File: config.mk
export PLATFORM = sky130hd
export DESIGN_NAME = weighted_fifo_resource_allocator
export DESIGN_NICKNAME = d
export VERILOG_FILES = /design/src/rtl/wfra_pkg.sv /design/src/rtl/weighted_fifo_resource_allocator.sv
export SDC_FILE = /design/constraint.sdc
export NUM_CORES = 1
export LEC_CHECK = 0
export BUFFER_PORTS_ARGS = -buffer_cell sky130_fd_sc_hd__buf_2
export CORE_MARGIN = 2
export CORE_UTILIZATION = 50
export CTS_BUF_LIST = sky130_fd_sc_hd__clkbuf_8 sky130_fd_sc_hd__clkbuf_16
export DETAILED_ROUTE_END_ITERATION = 16
export PLACE_DENSITY = 0.67
export SLEW_MARGIN = 0
export SYNTH_ARGS = -nofsm -noshare
export SYNTH_HDL_FRONTEND = slang
export SYNTH_SLANG_ARGS = --single-unit
File: constraint.sdc
create_clock -name aclk -period 9.3 [get_ports aclk]
set_input_delay 2.325 -clock aclk [delete_from_list [all_inputs] [get_ports aclk]]
set_output_delay 2.325 -clock aclk [all_outputs]
set_load 0.01 [all_outputs]
File: src/rtl/wfra_pkg.sv
// Shared constants and types for the weighted FIFO resource allocator.
// No dependencies; imported by weighted_fifo_resource_allocator.
package wfra_pkg;

    // Queue and identity sizing
    localparam int QUEUE_DEPTH = 16;
    localparam int ID_WIDTH    = 8;
    localparam int MAX_RESULTS = 16;

    // Fixed field widths of the request and result channels
    localparam int REQ_ID_W  = 8;
    localparam int UNIT_W    = 16;
    localparam int TDATA_W   = REQ_ID_W + UNIT_W;
    localparam int CFG_IDX_W = 2;

    // Derived widths
    localparam int ID_KEEP_W = (ID_WIDTH < REQ_ID_W) ? ID_WIDTH : REQ_ID_W;
    localparam int PTR_W     = (QUEUE_DEPTH > 1) ? $clog2(QUEUE_DEPTH) : 1;
    localparam int CNT_W     = $clog2(QUEUE_DEPTH + 1);
    localparam int WAKE_W    = $clog2(MAX_RESULTS + 1);
    localparam int ENTRY_W   = UNIT_W + ID_KEEP_W;

    // Request kinds carried on s_tuser
    typedef enum logic {
        REQ_ALLOC = 1'b0,
        REQ_FREE  = 1'b1
    } req_type_t;

    // Result kinds carried on m_tuser
    typedef enum logic [1:0] {
        RK_GRANT  = 2'd0,
        RK_QUEUED = 2'd1,
        RK_WOKEN  = 2'd2,
        RK_REJECT = 2'd3
    } result_kind_t;

    // Configuration register indexes
    localparam logic [CFG_IDX_W-1:0] CFG_POOL_TOTAL  = 2'd0;
    localparam logic [CFG_IDX_W-1:0] CFG_REQUEST_MAX = 2'd1;

endpackage

File: src/rtl/weighted_fifo_resource_allocator.sv
// Weighted FIFO counting allocator: free counter, waiter queue and sequencer.
// Depends on wfra_pkg for widths, request and result kinds and register indexes.
//
// Channel  Direction  Handshake                 Payload
// s_       in         s_tvalid / s_tready       tuser: req_type; tdata: requester_id, amount
// m_       out        m_tvalid / m_tready       tuser: result_kind; tdata: who, granted_amount;
//                                               tlast: last
// cfg_     in         cfg_valid / cfg_ready     cfg_index, cfg_data
//
// An allocate request passes through accept, clamp, then decide and load the result register.
// A free request passes through accept and add, then wake rounds: the single subtract/compare unit checks
// the head waiter once per round, and each round waits in a read-wait state for the queue memory read.
// Reset (aresetn low, synchronous) empties the queue and clears the free counter to zero.
// Stalls on m_tready hold the sequencer only when a result must be loaded into a full output
// register; s_tready is high only while the sequencer is idle. cfg_ready is always high.
module weighted_fifo_resource_allocator (
    input  logic                           aclk,
    input  logic                           aresetn,
    // request channel
    input  logic                           s_tvalid,
    output logic                           s_tready,
    input  logic [wfra_pkg::TDATA_W-1:0]   s_tdata,   // [7:0] requester_id, [23:8] amount
    input  logic                           s_tuser,   // [0] req_type
    // result channel
    output logic                           m_tvalid,
    input  logic                           m_tready,
    output logic [wfra_pkg::TDATA_W-1:0]   m_tdata,   // [7:0] who, [23:8] granted_amount
    output logic [1:0]                     m_tuser,   // [1:0] result_kind
    output logic                           m_tlast,
    // configuration write channel
    input  logic                           cfg_valid,
    output logic                           cfg_ready,
    input  logic [wfra_pkg::CFG_IDX_W-1:0] cfg_index,
    input  logic [wfra_pkg::UNIT_W-1:0]    cfg_data
);
    import wfra_pkg::*;

    typedef enum logic [2:0] {
        ST_IDLE,
        ST_CLAMP,
        ST_ALLOC,
        ST_ADD,
        ST_WAKE,
        ST_RDWAIT
    } state_t;

    state_t                 state_reg;
    logic [ID_KEEP_W-1:0]   id_reg;
    logic [UNIT_W-1:0]      amt_reg;
    logic [UNIT_W-1:0]      free_reg;
    logic [UNIT_W-1:0]      request_max_reg;
    logic [PTR_W-1:0]       head_reg;
    logic [PTR_W-1:0]       tail_reg;
    logic [CNT_W-1:0]       count_reg;
    logic [WAKE_W-1:0]      wake_cnt_reg;

    // Waiter queue memory, read at the head every cycle
    logic [ENTRY_W-1:0]     waiter_mem [QUEUE_DEPTH];
    logic [ENTRY_W-1:0]     rd_data_reg;

    // Held wake result, sent once it is known whether another follows
    logic                   pend_valid_reg;
    logic [ID_KEEP_W-1:0]   pend_id_reg;
    logic [UNIT_W-1:0]      pend_amt_reg;

    // Output register
    logic                   m_valid_reg;
    result_kind_t           m_kind_reg;
    logic [REQ_ID_W-1:0]    m_who_reg;
    logic [UNIT_W-1:0]      m_amt_reg;
    logic                   m_last_reg;

    logic [UNIT_W-1:0]      unit_a;
    logic [UNIT_W-1:0]      unit_b;
    logic [UNIT_W:0]        unit_res;
    logic                   unit_borrow;
    logic [UNIT_W-1:0]      unit_diff;
    logic [UNIT_W:0]        sum_wide;
    logic [UNIT_W-1:0]      free_next;
    logic [UNIT_W-1:0]      rd_amt;
    logic [ID_KEEP_W-1:0]   rd_id;
    logic                   out_free;
    logic                   wake_fit;
    logic [PTR_W-1:0]       head_next;
    logic [PTR_W-1:0]       tail_next;

    // Shared subtract/compare unit: operands chosen by the sequencer state
    always_comb begin
        case (state_reg)
            ST_CLAMP: begin
                unit_a = amt_reg;
                unit_b = request_max_reg;
            end
            ST_ALLOC: begin
                unit_a = free_reg;
                unit_b = amt_reg;
            end
            default: begin
                unit_a = free_reg;
                unit_b = rd_amt;
            end
        endcase
        unit_res    = {1'b0, unit_a} - {1'b0, unit_b};
        unit_borrow = unit_res[UNIT_W];
        unit_diff   = unit_res[UNIT_W-1:0];
    end

    // Saturating return of units
    assign sum_wide  = {1'b0, free_reg} + {1'b0, amt_reg};
    assign free_next = sum_wide[UNIT_W] ? {UNIT_W{1'b1}} : sum_wide[UNIT_W-1:0];

    // Queue pointer wrap and head entry fields
    assign head_next = (head_reg == PTR_W'(QUEUE_DEPTH - 1)) ? '0 : head_reg + 1'b1;
    assign tail_next = (tail_reg == PTR_W'(QUEUE_DEPTH - 1)) ? '0 : tail_reg + 1'b1;
    assign rd_amt    = rd_data_reg[ENTRY_W-1:ID_KEEP_W];
    assign rd_id     = rd_data_reg[ID_KEEP_W-1:0];

    assign out_free = !m_valid_reg || m_tready;
    assign wake_fit = (count_reg != '0) && !unit_borrow
                      && (wake_cnt_reg != WAKE_W'(MAX_RESULTS));

    // Queue memory: written on enqueue, head entry read every cycle
    always_ff @(posedge aclk) begin
        if (state_reg == ST_ALLOC && out_free && count_reg < CNT_W'(QUEUE_DEPTH)
            && !(count_reg == '0 && !unit_borrow)) begin
            waiter_mem[tail_reg] <= {amt_reg, id_reg};
        end
        rd_data_reg <= waiter_mem[head_reg];
    end

    // Sequencer, counters and output register
    always_ff @(posedge aclk) begin
        if (!aresetn) begin
            state_reg       <= ST_IDLE;
            free_reg        <= '0;
            request_max_reg <= {UNIT_W{1'b1}};
            head_reg        <= '0;
            tail_reg        <= '0;
            count_reg       <= '0;
            wake_cnt_reg    <= '0;
            pend_valid_reg  <= 1'b0;
            m_valid_reg     <= 1'b0;
        end else begin
            if (m_valid_reg && m_tready) begin
                m_valid_reg <= 1'b0;
            end

            // Configuration writes are to arrive only while idle; the block itself does not enforce this
            if (cfg_valid) begin
                case (cfg_index)
                    CFG_POOL_TOTAL:  free_reg <= cfg_data;
                    CFG_REQUEST_MAX: request_max_reg <= cfg_data;
                    default: ;
                endcase
            end

            case (state_reg)
                ST_IDLE: begin
                    if (s_tvalid) begin
                        id_reg    <= s_tdata[ID_KEEP_W-1:0];
                        amt_reg   <= s_tdata[TDATA_W-1:REQ_ID_W];
                        state_reg <= (req_type_t'(s_tuser) == REQ_ALLOC) ? ST_CLAMP : ST_ADD;
                    end
                end
                ST_CLAMP: begin
                    if (!unit_borrow) begin
                        amt_reg <= request_max_reg;
                    end
                    state_reg <= ST_ALLOC;
                end
                ST_ALLOC: begin
                    if (out_free) begin
                        m_valid_reg <= 1'b1;
                        m_who_reg   <= REQ_ID_W'(id_reg);
                        m_amt_reg   <= amt_reg;
                        m_last_reg  <= 1'b1;
                        if (count_reg == '0 && !unit_borrow) begin
                            free_reg   <= unit_diff;
                            m_kind_reg <= RK_GRANT;
                        end else if (count_reg < CNT_W'(QUEUE_DEPTH)) begin
                            tail_reg   <= tail_next;
                            count_reg  <= count_reg + 1'b1;
                            m_kind_reg <= RK_QUEUED;
                        end else begin
                            m_kind_reg <= RK_REJECT;
                        end
                        state_reg <= ST_IDLE;
                    end
                end
                ST_ADD: begin
                    free_reg     <= free_next;
                    wake_cnt_reg <= '0;
                    state_reg    <= ST_WAKE;
                end
                ST_WAKE: begin
                    if (!pend_valid_reg || out_free) begin
                        if (pend_valid_reg) begin
                            m_valid_reg <= 1'b1;
                            m_kind_reg  <= RK_WOKEN;
                            m_who_reg   <= REQ_ID_W'(pend_id_reg);
                            m_amt_reg   <= pend_amt_reg;
                            m_last_reg  <= !wake_fit;
                        end
                        if (wake_fit) begin
                            free_reg       <= unit_diff;
                            head_reg       <= head_next;
                            count_reg      <= count_reg - 1'b1;
                            wake_cnt_reg   <= wake_cnt_reg + 1'b1;
                            pend_valid_reg <= 1'b1;
                            pend_id_reg    <= rd_id;
                            pend_amt_reg   <= rd_amt;
                            state_reg      <= ST_RDWAIT;
                        end else begin
                            pend_valid_reg <= 1'b0;
                            state_reg      <= ST_IDLE;
                        end
                    end
                end
                ST_RDWAIT: begin
                    state_reg <= ST_WAKE;
                end
                default: begin
                    state_reg <= ST_IDLE;
                end
            endcase
        end
    end

    assign s_tready  = (state_reg == ST_IDLE);
    assign cfg_ready = 1'b1;
    assign m_tvalid  = m_valid_reg;
    assign m_tdata   = {m_amt_reg, m_who_reg};
    assign m_tuser   = m_kind_reg;
    assign m_tlast   = m_last_reg;

    // The waiter count never passes the queue depth.
    a_count_bound: assert property (@(posedge aclk) disable iff (!aresetn)
        count_reg <= CNT_W'(QUEUE_DEPTH))
        else $error("waiter count above queue depth");

    // A free never wakes more than the result limit.
    a_wake_bound: assert property (@(posedge aclk) disable iff (!aresetn)
        wake_cnt_reg <= WAKE_W'(MAX_RESULTS))
        else $error("too many waiters woken by one free");

    // A held wake result exists only while waking.
    a_pend_state: assert property (@(posedge aclk) disable iff (!aresetn)
        pend_valid_reg |-> (state_reg == ST_WAKE || state_reg == ST_RDWAIT))
        else $error("held wake result outside the wake loop");

    // Deciding an allocate always presents one final result.
    a_alloc_result: assert property (@(posedge aclk) disable iff (!aresetn)
        (state_reg == ST_ALLOC && out_free) |=> (m_valid_reg && m_last_reg))
        else $error("allocate decision produced no final result");

    // Each wake removes exactly one waiter.
    a_wake_pop: assert property (@(posedge aclk) disable iff (!aresetn)
        (state_reg == ST_WAKE && wake_fit && (!pend_valid_reg || out_free))
        |=> (count_reg == $past(count_reg) - 1'b1))
        else $error("wake did not remove one waiter");

endmodule

==> flow_summary.yaml <==
critical_path:
  worstSetupPathType: "reg2reg"
  crit_path_end_kind: "register"
  worst_setup_path_start_kind: "register"
  path_delay_family: "simple AND/OR/NAND/NOR gates"
  cp_slowest_cell: "nor3_2"
  worst-path-buf-inv: 3
  cpPeakStageDelay_ps: 880
  cpMostUsedCell: "buf_4"
  worst-path-max-fanout: 50
  crit_chain: "nor3b_2 > buf_4 > a22oi_1 > nand2_1 > ha_1 > inv_1 > fa_1 > a211o_1 > a211oi_1 > nor4_1 > or2_0 > a2111oi_4 > nand2_2 > nor3_2 > buf_4"
  critPathArrivalTime_ps: 6670
  cp.required_ps: 9570
route:
  drc: 0
  first_pass_iters: 5
  drt_iter0_drc: 1093
  wl_mm: 50.3
  ant_nets: 0
  vias: 12251
  vias_per_cell: 5.95
  route.detailed.wl_per_inst_um: 24.4
sta:
  post-route-period-util_pct: 68.8
  skew_ps: 21.6
  tightest_slew_ps: 1180
  finalHoldViolCount: 0
  fmax_mhz: 156
  slew_headroom_pct: 21.1
  fin_tns_setup_ps: 0
  period_needed_ps: 6400
  drv_slew: 0
  worst_slack_ps: 2900
  rsz0062_at_grt: "no"
  setup_viol: 0
yosys:
  ys_seq_area_share_pct: 69.2
  netlist_area_mm2: 0.0222
  yosys.cell_types.count: 64
  synth-simple-area-share_pct: 5.43
  synth-main-ff-cell: "edfxtp_1"
  synth-compound-area-share_pct: 5.55
  synth-xor-area-share_pct: 1.26
  syn-num-nets: 1429
  synth_enable_flop_cells: 459
  yosys_warnings: 0
  synthMuxAreaShare_pct: 14.5
  synth_fa_ha_area_share_pct: 2.64
  synthArstFlopShare_pct: 0
  yosys_register_bits: 538
  synth_top_family_by_area: "multiplexers"
  syn_inst: 1336
  postSynthAreaPerCell_um2: 16.6
global_route:
  first_global_vias: 12320
  antenna_found_initial: 0
  grt_max_degree: 66
  grt_overflow: 0
  grt_pass1_wl_mm: 76.4
  grt_util_all_layers_pct: 22.1
clock_tree:
  clk_pin_slew_ps: 60
  cts_root_buf: "clkbuf_16"
  numClockSinks: 538
  numCtsBuffers: 53
  clock_path_buffers: 3
  clk_latency_ps: 600
  post_cts_buffers: 0
  cts_htree_levels: 2
  cts_resized: 0
  hold_buffers: 0
  cts_tree: "done"
finish:
  layout-drive-gt1-share_pct: 24.2
  fin_cells: 2060
  antenna_cells: 0
  largest_reg_flops: 384
  design_area_mm2: 0.0251
  syn2layout_area_growth_pct: 13.0
  final_nets: 1517
power:
  power.leakage_nw: 8.54
  power_density_mw_per_mm2: 221
  ir_drop_mv: 0.150
flow_run:
  cap_violations: 0
placed_design:
  place_area_mm2: 0.0234
  dp_cells: 1961
  globalplace.congestion: 0.876
  hpwl_mm: 31.0
  io_buffers: 76
  pre_cts_ws_ps: 2980
floorplan:
  fp-row-count: 77
  fp.dieArea_mm2: 0.0461
  die_h_um: 215
  io-pin-count: 78
  core_region_area_mm2: 0.0440
  initial_utilization_pct: 50.4
  die_width_um: 215
worst_hold_path:
  hp-class: "reg2reg"
status:
  status: "complete, no violations"
where the power goes:
part           total [mW]  switching (mW)  internal (mW)  leakage, nW
Clock                2.08           0.903           1.18        0.924
Combinational       0.653           0.377          0.276         2.83
Sequential           2.81          0.0933           2.72         4.78
Total                5.55            1.37           4.17         8.54
cells in the mapped netlist (3+ instances only):
cell / count / area share (%)
mux4_2: 120 / 12
a31o_2: 3 / 0.12
buf_1: 17 / 0.29
nor2_1: 62 / 1.0
nand2_1: 137 / 2.3
o21ai_0: 43 / 0.97
inv_1: 20 / 0.34
a21oi_1: 66 / 1.5
a21o_1: 11 / 0.37
a31oi_1: 7 / 0.20
o21a_1: 4 / 0.14
fa_1: 3 / 0.27
ha_1: 42 / 2.4
nand3_1: 24 / 0.54
nand4_1: 3 / 0.085
xnor2_1: 20 / 0.79
mux2i_1: 18 / 0.81
edfxtp_1: 459 / 62
a211oi_1: 6 / 0.20
clkbuf_1: 44 / 0.74
o221ai_1: 8 / 0.32
and3_1: 3 / 0.085
dfxtp_1: 79 / 7.1
mux2_2: 30 / 1.5
nor2b_1: 8 / 0.23
a22oi_1: 3 / 0.10
a22o_1: 14 / 0.55
nand2b_1: 11 / 0.31
nor3_1: 12 / 0.27
o31ai_1: 3 / 0.10
xor2_1: 12 / 0.47
o211ai_1: 5 / 0.17
path summary, 6_finish.rpt:
kind	from	end	slack, ps	cells after the start
min	rd_data_reg[0]	pend_id_reg[0]	400	0
max reg2reg	state_reg[0]	waiter_mem[3][21]	2900	15
min reg2reg	rd_data_reg[0]	pend_id_reg[0]	400	0
max	state_reg[0]	waiter_mem[3][21]	2900	15
final cells by class:
class	count	area, um2
fillers	3360	18900
inverters	20	75.1
clock inverters	35	236
multi-input cells	715	6660
repair buffers	96	531
clock buffers	64	1480
flip-flops and latches	538	15400
well taps	592	741
kinds of logic (layout without fill, tap and decap cells):
logic type / count (synthesis) / after routing
simple gates: 277 / 277
other cells: 1 / 1
mux: 168 / 168
fa+ha+maj: 45 / 45
flops: 538 / 538
buf+inv: 83 / 215
compound gates: 192 / 192
xor+xnor: 32 / 32
cells in the final DEF, fill, tap and decap left out, drive strengths merged, types with 4 or more instances in the layout:
cell type    n
o21a         4
clkbuf      64
nand3       24
mux2        30
a22o        14
mux4       120
inv         41
a211oi       6
mux2i       18
nand2      138
o221ai       8
nor3        12
nor2        62
a21o        11
o211ai       5
xnor2       20
edfxtp     459
ha          42
o21ai       44
nand2b      11
buf         96
xor2        12
clkinv      11
a21oi       67
a31oi        7
dfxtp       79
nor2b        8
per-layer routing:
| layer | vias up | GRT usage (%) | share of wire (%) |
|---|---|---|---|
| met5 | - | 0 | 0 |
| met4 | 0 | 6.25 | 2.2 |
| met3 | 77 | 2.83 | 4.8 |
| met2 | 396 | 36.4 | 49 |
| met1 | 6342 | 31.2 | 44 |
| li1 | 5436 | - | - |
through the flow:
stage | total power [mW] | utilization (%) | hold WS (ps)
2_1_floorplan | 3.30 | - | 386
3_3_place_gp | 3.49 | 53.1 | 387
3_5_place_dp | 3.50 | 53.1 | 389
4_1_cts | 5.57 | 57.0 | 402
5_1_grt | 5.74 | 57.0 | 411
6_report | 5.55 | 57.0 | 403
Note: power is estimated with default switching activity, not from simulation.
